--- src/rtl/sptd_pkg.sv ---
`timescale 1ns / 1ps

package sptd_pkg;

  // fixed field widths of the result stream
  localparam int unsigned DIST_W = 17;
  localparam int unsigned SUM_W  = 48;
  localparam int unsigned TICK_W = 32;

  // stream payload widths, padded to whole bytes
  localparam int unsigned IN_TDATA_W  = 8;
  localparam int unsigned OUT_FIELD_W = DIST_W + SUM_W + TICK_W;
  localparam int unsigned OUT_TDATA_W = ((OUT_FIELD_W + 7) / 8) * 8;

  // queue between front and back
  localparam int unsigned QUEUE_DEPTH = 2;
  localparam int unsigned QPTR_W      = 1;
  localparam int unsigned QCNT_W      = 2;

  typedef struct packed {
    logic full;
    logic empty;
  } q_stat_t;

endpackage

--- src/rtl/sptd_front.sv ---
`timescale 1ns / 1ps

module sptd_front #(
  parameter int unsigned COUNT_WIDTH = 32
) (
  input  logic                       clk_i,
  input  logic                       rst_ni,
  input  logic                       in_valid_i,
  output logic                       in_ready_o,
  input  logic                       event_a_i,
  input  logic                       event_b_i,
  input  sptd_pkg::q_stat_t          q_stat_i,
  output logic                       push_o,
  output logic [2*COUNT_WIDTH+1:0]   entry_o   // {numerator, denominator}
);

  localparam int unsigned CW = COUNT_WIDTH;

  typedef enum logic [1:0] {
    KIND_NONE   = 2'b00,
    KIND_B_ONLY = 2'b01,
    KIND_A_ONLY = 2'b10,
    KIND_BOTH   = 2'b11
  } kind_e;

  logic [CW-1:0] since_a_q, since_a_d, since_b_q, since_b_d;
  logic [CW-1:0] gap_ab_q, gap_ab_d, gap_ba_q, gap_ba_d;
  logic          seen_a_q, seen_a_d, seen_b_q, seen_b_d;
  logic [CW-1:0] inc_a, inc_b;
  logic [CW:0]   num, den;
  kind_e         kind;

  assign in_ready_o = !q_stat_i.full;
  assign push_o     = in_valid_i && !q_stat_i.full;
  assign kind       = kind_e'({event_a_i, event_b_i});

  always_comb begin
    inc_a = (since_a_q == '1) ? since_a_q : since_a_q + CW'(1);
    inc_b = (since_b_q == '1) ? since_b_q : since_b_q + CW'(1);
    since_a_d = event_a_i ? '0 : inc_a;
    since_b_d = event_b_i ? '0 : inc_b;
    gap_ab_d  = gap_ab_q;
    gap_ba_d  = gap_ba_q;
    seen_a_d  = seen_a_q || event_a_i;
    seen_b_d  = seen_b_q || event_b_i;
    den       = '0;
    case (kind)
      KIND_A_ONLY: begin
        if (gap_ba_q > since_b_d || !seen_a_q) begin
          gap_ba_d = since_b_d;
        end
        gap_ab_d = since_b_d;
        den      = {1'b0, since_b_d};
      end
      KIND_B_ONLY: begin
        if (gap_ab_q > since_a_d || !seen_b_q) begin
          gap_ab_d = since_a_d;
        end
        gap_ba_d = since_a_d;
        den      = {1'b0, since_a_d};
      end
      KIND_BOTH: begin
        // zero denominator marks a zero result downstream
        gap_ab_d = '0;
        gap_ba_d = '0;
        den      = '0;
      end
      default: begin
        den = {1'b0, since_a_d} + {1'b0, since_b_d};
      end
    endcase
    num = {1'b0, gap_ba_d} + {1'b0, gap_ab_d};
  end

  assign entry_o = {num, den};

  always_ff @(posedge clk_i or negedge rst_ni) begin
    if (!rst_ni) begin
      since_a_q <= '0;
      since_b_q <= '0;
      gap_ab_q  <= '0;
      gap_ba_q  <= '0;
      seen_a_q  <= 1'b0;
      seen_b_q  <= 1'b0;
    end else if (push_o) begin
      since_a_q <= since_a_d;
      since_b_q <= since_b_d;
      gap_ab_q  <= gap_ab_d;
      gap_ba_q  <= gap_ba_d;
      seen_a_q  <= seen_a_d;
      seen_b_q  <= seen_b_d;
    end
  end

endmodule

--- src/rtl/sptd_queue.sv ---
`timescale 1ns / 1ps

module sptd_queue #(
  parameter int unsigned WIDTH = 66
) (
  input  logic                 clk_i,
  input  logic                 rst_ni,
  input  logic                 push_i,
  input  logic [WIDTH-1:0]     data_i,
  input  logic                 pop_i,
  output logic [WIDTH-1:0]     data_o,
  output sptd_pkg::q_stat_t    stat_o
);

  logic [WIDTH-1:0]              mem_q [sptd_pkg::QUEUE_DEPTH];
  logic [sptd_pkg::QPTR_W-1:0]   wptr_q, rptr_q;
  logic [sptd_pkg::QCNT_W-1:0]   cnt_q;

  assign stat_o.full  = (cnt_q == sptd_pkg::QCNT_W'(sptd_pkg::QUEUE_DEPTH));
  assign stat_o.empty = (cnt_q == '0);
  assign data_o       = mem_q[rptr_q];

  always_ff @(posedge clk_i) begin
    if (push_i) begin
      mem_q[wptr_q] <= data_i;
    end
  end

  always_ff @(posedge clk_i or negedge rst_ni) begin
    if (!rst_ni) begin
      wptr_q <= '0;
      rptr_q <= '0;
      cnt_q  <= '0;
    end else begin
      if (push_i) begin
        wptr_q <= wptr_q + sptd_pkg::QPTR_W'(1);
      end
      if (pop_i) begin
        rptr_q <= rptr_q + sptd_pkg::QPTR_W'(1);
      end
      case ({push_i, pop_i})
        2'b10:   cnt_q <= cnt_q + sptd_pkg::QCNT_W'(1);
        2'b01:   cnt_q <= cnt_q - sptd_pkg::QCNT_W'(1);
        default: cnt_q <= cnt_q;
      endcase
    end
  end

endmodule

--- src/rtl/sptd_back.sv ---
`timescale 1ns / 1ps

module sptd_back #(
  parameter int unsigned COUNT_WIDTH   = 32,
  parameter int unsigned FRACTION_BITS = 16
) (
  input  logic                               clk_i,
  input  logic                               rst_ni,
  input  sptd_pkg::q_stat_t                  q_stat_i,
  output logic                               pop_o,
  input  logic [2*COUNT_WIDTH+1:0]           entry_i,
  input  logic                               cfg_valid_i,
  input  logic                               cfg_data_i,
  output logic                               out_valid_o,
  input  logic                               out_ready_i,
  output logic [sptd_pkg::DIST_W-1:0]        distance_o,
  output logic [sptd_pkg::SUM_W-1:0]         running_sum_o,
  output logic [sptd_pkg::TICK_W-1:0]        tick_count_o
);

  localparam int unsigned CW    = COUNT_WIDTH;
  localparam int unsigned FB    = FRACTION_BITS;
  localparam int unsigned RW    = CW + 3;           // remainder and divisor
  localparam int unsigned QW    = FB + 1;           // quotient incl. 1.0
  localparam int unsigned CNT_W = $clog2(FB + 1);
  localparam int unsigned SW    = sptd_pkg::SUM_W;

  typedef enum logic [1:0] {
    ST_IDLE,
    ST_DIV,
    ST_ACC
  } state_e;

  state_e                    state_q;
  logic                      acc_en_q;
  logic                      out_valid_q;
  logic [sptd_pkg::DIST_W-1:0] dist_q;
  logic [SW-1:0]             sum_q;
  logic [sptd_pkg::TICK_W-1:0] tick_q;

  logic [RW-1:0]    rem_q, div_q;
  logic [QW-1:0]    quo_q;
  logic [CNT_W-1:0] cnt_q;

  logic [CW:0]      num_in, den_in;
  logic [RW-1:0]    div_in, rem_sh;
  logic             den_zero, ratio_full, sub_ok, out_free;
  logic [SW:0]      sum_ext;
  logic [QW+sptd_pkg::DIST_W-1:0] dist_ext;

  assign num_in     = entry_i[2*CW+1:CW+1];
  assign den_in     = entry_i[CW:0];
  assign div_in     = RW'({den_in, 1'b0});
  assign den_zero   = (den_in == '0);
  assign ratio_full = (RW'(num_in) >= div_in);
  assign pop_o      = (state_q == ST_IDLE) && !q_stat_i.empty;

  assign rem_sh = {rem_q[RW-2:0], 1'b0};
  assign sub_ok = (rem_sh >= div_q);

  assign out_free = !out_valid_q || out_ready_i;
  assign sum_ext  = {1'b0, sum_q} + (SW+1)'(quo_q);
  assign dist_ext = {{sptd_pkg::DIST_W{1'b0}}, quo_q};

  // restoring divider, one quotient bit per cycle
  always_ff @(posedge clk_i) begin
    case (state_q)
      ST_IDLE: begin
        rem_q <= RW'(num_in);
        div_q <= div_in;
        cnt_q <= CNT_W'(FB);
        if (!den_zero && ratio_full) begin
          quo_q <= QW'(1) << FB;
        end else begin
          quo_q <= '0;
        end
      end
      ST_DIV: begin
        rem_q <= sub_ok ? rem_sh - div_q : rem_sh;
        quo_q <= {quo_q[QW-2:0], sub_ok};
        cnt_q <= cnt_q - CNT_W'(1);
      end
      default: begin
        rem_q <= rem_q;
      end
    endcase
  end

  always_ff @(posedge clk_i or negedge rst_ni) begin
    if (!rst_ni) begin
      state_q     <= ST_IDLE;
      acc_en_q    <= 1'b1;
      out_valid_q <= 1'b0;
      dist_q      <= '0;
      sum_q       <= '0;
      tick_q      <= '0;
    end else begin
      if (cfg_valid_i) begin
        acc_en_q <= cfg_data_i;
      end
      if (out_valid_q && out_ready_i) begin
        out_valid_q <= 1'b0;
      end
      case (state_q)
        ST_IDLE: begin
          if (pop_o) begin
            state_q <= (den_zero || ratio_full) ? ST_ACC : ST_DIV;
          end
        end
        ST_DIV: begin
          if (cnt_q == CNT_W'(1)) begin
            state_q <= ST_ACC;
          end
        end
        ST_ACC: begin
          // wait for the output register to drain before committing
          if (out_free) begin
            if (acc_en_q) begin
              sum_q <= sum_ext[SW] ? '1 : sum_ext[SW-1:0];
            end
            if (tick_q != '1) begin
              tick_q <= tick_q + sptd_pkg::TICK_W'(1);
            end
            dist_q      <= dist_ext[sptd_pkg::DIST_W-1:0];
            out_valid_q <= 1'b1;
            state_q     <= ST_IDLE;
          end
        end
        default: begin
          state_q <= ST_IDLE;
        end
      endcase
    end
  end

  assign out_valid_o   = out_valid_q;
  assign distance_o    = dist_q;
  assign running_sum_o = sum_q;
  assign tick_count_o  = tick_q;

endmodule

--- src/rtl/spike_train_distance.sv ---
`timescale 1ns / 1ps
// Channel    Dir  Handshake                    Payload
// s_axis     in   s_axis_tvalid/s_axis_tready  tdata[0] event_a, [1] event_b
// m_axis     out  m_axis_tvalid/m_axis_tready  tdata distance, running_sum, tick_count
// cfg        in   cfg_valid_i/cfg_ready_o      cfg_data_i accumulate_enable
//
// A request passes through the back end as a pop, the restoring divider (one quotient
// bit per cycle), then accumulation once the output register is free; a tick that yields
// zero or a saturated ratio skips the divider. The divider sets the sustained rate.
// Front state updates in the cycle of acceptance; a two-entry queue lets it run ahead.
// Reset is asynchronous, active low; accumulate_enable resets to 1.
// A stalled result holds in the output register; the front keeps accepting until
// the queue fills.

module spike_train_distance #(
  parameter int unsigned COUNT_WIDTH   = 32,
  parameter int unsigned FRACTION_BITS = 16
) (
  input  logic                                clk_i,
  input  logic                                rst_ni,
  input  logic                                s_axis_tvalid,
  output logic                                s_axis_tready,
  input  logic [sptd_pkg::IN_TDATA_W-1:0]     s_axis_tdata,   // event_a, event_b
  output logic                                m_axis_tvalid,
  input  logic                                m_axis_tready,
  output logic [sptd_pkg::OUT_TDATA_W-1:0]    m_axis_tdata,   // distance, running_sum,
                                                              // tick_count, zero pad
  input  logic                                cfg_valid_i,
  output logic                                cfg_ready_o,
  input  logic                                cfg_data_i      // accumulate_enable
);

  localparam int unsigned EW = 2 * COUNT_WIDTH + 2;

  sptd_pkg::q_stat_t              q_stat;
  logic                           push, pop;
  logic [EW-1:0]                  entry_in, entry_out;
  logic [sptd_pkg::DIST_W-1:0]    distance;
  logic [sptd_pkg::SUM_W-1:0]     running_sum;
  logic [sptd_pkg::TICK_W-1:0]    tick_count;

  assign cfg_ready_o = 1'b1;

  sptd_front #(
    .COUNT_WIDTH (COUNT_WIDTH)
  ) u_front (
    .clk_i      (clk_i),
    .rst_ni     (rst_ni),
    .in_valid_i (s_axis_tvalid),
    .in_ready_o (s_axis_tready),
    .event_a_i  (s_axis_tdata[0]),
    .event_b_i  (s_axis_tdata[1]),
    .q_stat_i   (q_stat),
    .push_o     (push),
    .entry_o    (entry_in)
  );

  sptd_queue #(
    .WIDTH (EW)
  ) u_queue (
    .clk_i  (clk_i),
    .rst_ni (rst_ni),
    .push_i (push),
    .data_i (entry_in),
    .pop_i  (pop),
    .data_o (entry_out),
    .stat_o (q_stat)
  );

  sptd_back #(
    .COUNT_WIDTH   (COUNT_WIDTH),
    .FRACTION_BITS (FRACTION_BITS)
  ) u_back (
    .clk_i         (clk_i),
    .rst_ni        (rst_ni),
    .q_stat_i      (q_stat),
    .pop_o         (pop),
    .entry_i       (entry_out),
    .cfg_valid_i   (cfg_valid_i),
    .cfg_data_i    (cfg_data_i),
    .out_valid_o   (m_axis_tvalid),
    .out_ready_i   (m_axis_tready),
    .distance_o    (distance),
    .running_sum_o (running_sum),
    .tick_count_o  (tick_count)
  );

  assign m_axis_tdata = {{(sptd_pkg::OUT_TDATA_W - sptd_pkg::OUT_FIELD_W){1'b0}},
                         tick_count, running_sum, distance};

endmodule

--- config.mk ---
export PLATFORM = sky130hd
export DESIGN_NAME = spike_train_distance
export DESIGN_NICKNAME = d
export VERILOG_FILES = /design/src/rtl/sptd_pkg.sv /design/src/rtl/sptd_front.sv /design/src/rtl/sptd_queue.sv /design/src/rtl/sptd_back.sv /design/src/rtl/spike_train_distance.sv
export SDC_FILE = /design/constraint.sdc
export NUM_CORES = 1
export LEC_CHECK = 0
export BUFFER_PORTS_ARGS = -buffer_cell sky130_fd_sc_hd__clkbuf_2
export CAP_MARGIN = 20
export CORE_MARGIN = 2
export CORE_UTILIZATION = 52
export CTS_BUF_LIST = sky130_fd_sc_hd__clkbuf_4
export DETAILED_ROUTE_END_ITERATION = 16
export PLACE_DENSITY = 0.79
export SYNTH_ARGS = -nofsm -noshare
export SYNTH_HDL_FRONTEND = slang
export SYNTH_SLANG_ARGS = --single-unit
--- constraint.sdc ---
create_clock -name clk_i -period 6.3 [get_ports clk_i]
set_input_delay 1.26 -clock clk_i [delete_from_list [all_inputs] [get_ports clk_i]]
set_output_delay 1.26 -clock clk_i [all_outputs]
set_load 0.05 [all_outputs]
==> out/metrics.cfg <==
[clock_network]
cts_tree = done
clk_latency_ns = 0.99
clkTransAtPathRegs_ns = 0.08
postCtsHoldBufs = 0
root_buffer = clkbuf_4
htree_levels = 3
cts_made_buffers = 121
cts_sinks = 456
clock_tree.buffer_depth = 3

[floorplanning]
rows = 88
die-width_um = 245
initial_utilization = 0.525
core-area_um2 = 57600
pin_count = 121
die_y_um = 245
die_area_um2 = 60100

[sta]
hold_violations = 0
rsz0062_at_grt = true
setup_viol = 44
worst_slew_pin_slew_ns = 1.21
fin_crit_sh = 1.10
holdWs_ns = 0.253
relSlewSlack = 0.187
setup_tns_ns = -17.41
fin_ws_ns = -0.620
skew_ns = 0.0963
period_needed_ns = 6.92
finalMaxSlewViolations = 0
max_freq_ghz = 0.145

[power_and_ir_drop]
p_int_w = 0.00906
p_sw_frac = 0.430
clockPowerShare = 0.177
total_power_w = 0.0159
power_density_nw_per_um2 = 436
pwr-share-seq = 0.297
vdd_ir_drop_max_uv = 348
power_frac_comb = 0.526
p_leak_nw = 16.9
switchingPower_w = 0.00684

[finish]
drive_above_1_share = 0.248
num-nets-final = 3901
design_area_um2 = 36500
synthToLayoutAreaGrowth_pct = 20.7

[route]
viasPerCell = 5.91
antenna_left = 0
dr.first_iter.drc_count = 2442
wl_per_cell_um = 19.2
drc_errors = 0
routed_wl_um = 87200
vias = 26900
first_pass_iters = 11

[setup_path]
cp_max_fo = 7
crit_path_start_kind = flip-flop
crit_required_ns = 6.97
max_stage_delay_ns = 0.48
cp.arrival_ns = 7.59
cp-end-kind = flip-flop
cp_slowest_cell = or4_4
crit_type = reg2reg

[place]
hpwl_um = 63100
numPortBuffers = 106
placed_area_um2 = 34200
post-place-ws_ns = -0.583
gp_congestion = 0.959

[logic_synthesis]
synth_top_cell_area_share = 0.219
synthCells = 3195
syn-cell-area_um2 = 30200
async_flop_share = 0.515
yosys_warnings = 0
yosysUniqueCellTypes = 101
avgSynthCellArea_um2 = 9.47
synth_seq_cells = 456
post-synth-top-area-cell = edfxtp_1
synth_area_leaders = edfxtp_1 (22%), dfrtp_1 (19%), ha_1 (8.9%)
synth-edff-count = 221
ys.flop_type = dfrtp_1
yosysSeqAreaShare = 0.414

[job]
cap_viol_max_count = 0

[global_routing]
track_usage = 0.283
antenna_found_initial = 2
grt_start_max_net_pins = 131
grt_pass1_vias = 25800
grt_pass1_wl_um = 136000
grt_overflow = 0

[status]
violations = negative setup slack
outcome = complete, but fails checks

[min_path]
worstHoldPathType = in2async

[synthesized netlist by cell type (48+ instances only)]
| master | instances |
|---|---|
| a21o_1 | 84 |
| edfxtp_1 | 221 |
| inv_1 | 208 |
| nor3_1 | 54 |
| mux2_2 | 48 |
| clkbuf_1 | 119 |
| nand3_1 | 101 |
| xor2_1 | 61 |
| nor2_1 | 195 |
| ha_1 | 216 |
| or2_2 | 52 |
| xnor2_1 | 140 |
| nand4_1 | 69 |
| o21ai_0 | 200 |
| mux2i_1 | 70 |
| dfrtp_1 | 234 |
| a21oi_1 | 197 |
| nand2_1 | 294 |
[cell families after synthesis]
group	after synthesis	synth area share
AO/OA/AOI/OAI	825	0.181
adder cells (fa/ha/maj)	220	0.0920
XOR/XNOR	203	0.0593
AND/OR/NAND/NOR	980	0.160
buffers and inverters	390	0.0523
other	2	0.000248
multiplexers	119	0.0414
flip-flops	456	0.414
[registers in the layout (all words and copies together) (netlist names), 5 cells and up]
name and flops:
u_back.quo_q 17, u_back.distance_o 17, u_back.tick_count_o 32, u_front.gap_ba_q 32, u_back.running_sum_o 48, u_back.div_q 33, u_front.since_a_q 32, u_back.cnt_q 5
u_front.since_b_q 32, u_back.rem_q 34, u_front.gap_ab_q 32, u_queue.mem_q 132
[final cells by class]
| class | count | area (µm²) |
|---|---|---|
| Fill cell | 4557 | 21100 |
| Multi-Input combinational cell | 2355 | 16700 |
| Sequential cell | 456 | 12500 |
| Timing Repair Buffer | 519 | 3830 |
| Clock buffer | 182 | 1370 |
| Tap cell | 765 | 957 |
| Inverter | 214 | 812 |
| Clock inverter | 48 | 312 |
| Antenna cell | 6 | 15.0 |
[critical path: cells and delay by family (launching register included)]
kind	cells	cell delay (ns)
compound gates	6	1.46
xor+xnor	2	0.29
fa+ha+maj	2	0.54
buf+inv	6	0.85
flops	1	0.36
simple gates	12	3.13
[per-layer routing]
layer / vias to the layer above / GRT usage / wire [µm]
li1: 12700 / - / -
met1: 12700 / 0.370 / 36000
met2: 1224 / 0.451 / 39400
met3: 247 / 0.0600 / 7890
met4: 0 / 0.129 / 3880
met5: - / 0 / 0
[power groups by stage]
stage | logic, W | clock network (W) | registers (W)
6_report | 0.00837 | 0.00281 | 0.00472
5_1_grt | 0.00910 | 0.00304 | 0.00480
4_1_cts | 0.00819 | 0.00286 | 0.00471
3_5_place_dp | 0.00798 | 0 | 0.00477
3_3_place_gp | 0.00776 | 0 | 0.00472
2_1_floorplan | 0.00533 | 0 | 0.00501
[what timing repair did]
| action | CTS | global route |
|---|---|---|
| setup endpoints to repair | 44 | 54 |
| buffers inserted | 12 | 11 |
| resized for setup | 49 | 46 |
| gates cloned | 1 | 0 |
| pin swaps | 21 | 36 |
[layout by cell type (no fill, tap or decap), types with 182 or more instances in the layout]
master and n:
nand2_1 293, edfxtp_1 221, dfrtp_1 233, inv_1 204, nor2_1 190, o21ai_0 189
ha_1 212, a21oi_1 182, clkbuf_4 182, buf_4 394
[stage by stage]
stage                     utilization  instances
after detailed placement        0.594       4289
after floorplan                     -       3201
after CTS                       0.629       4531
after global routing            0.634       4545
after global placement          0.594       4289
final                           0.634       4545
[worst paths after layout]
path	cells past startpoint	slack [ns]	startpoint	endpoint
max in group asynchronous	2	4.76	rst_ni	u_front.since_b_q[27]
worst max register to register	28	-0.62	u_front.since_a_q[16]	u_queue.mem_q[0][63]
worst min-delay path	1	0.25	rst_ni	u_back.tick_count_o[27]
min in group clk_i	2	0.47	u_back.distance_o[0]	u_back.distance_o[0]
worst min register to register	2	0.47	u_back.distance_o[0]	u_back.distance_o[0]
worst max-delay path	28	-0.62	u_front.since_a_q[16]	u_queue.mem_q[0][63]
Note: power is estimated with default switching activity, not from simulation.
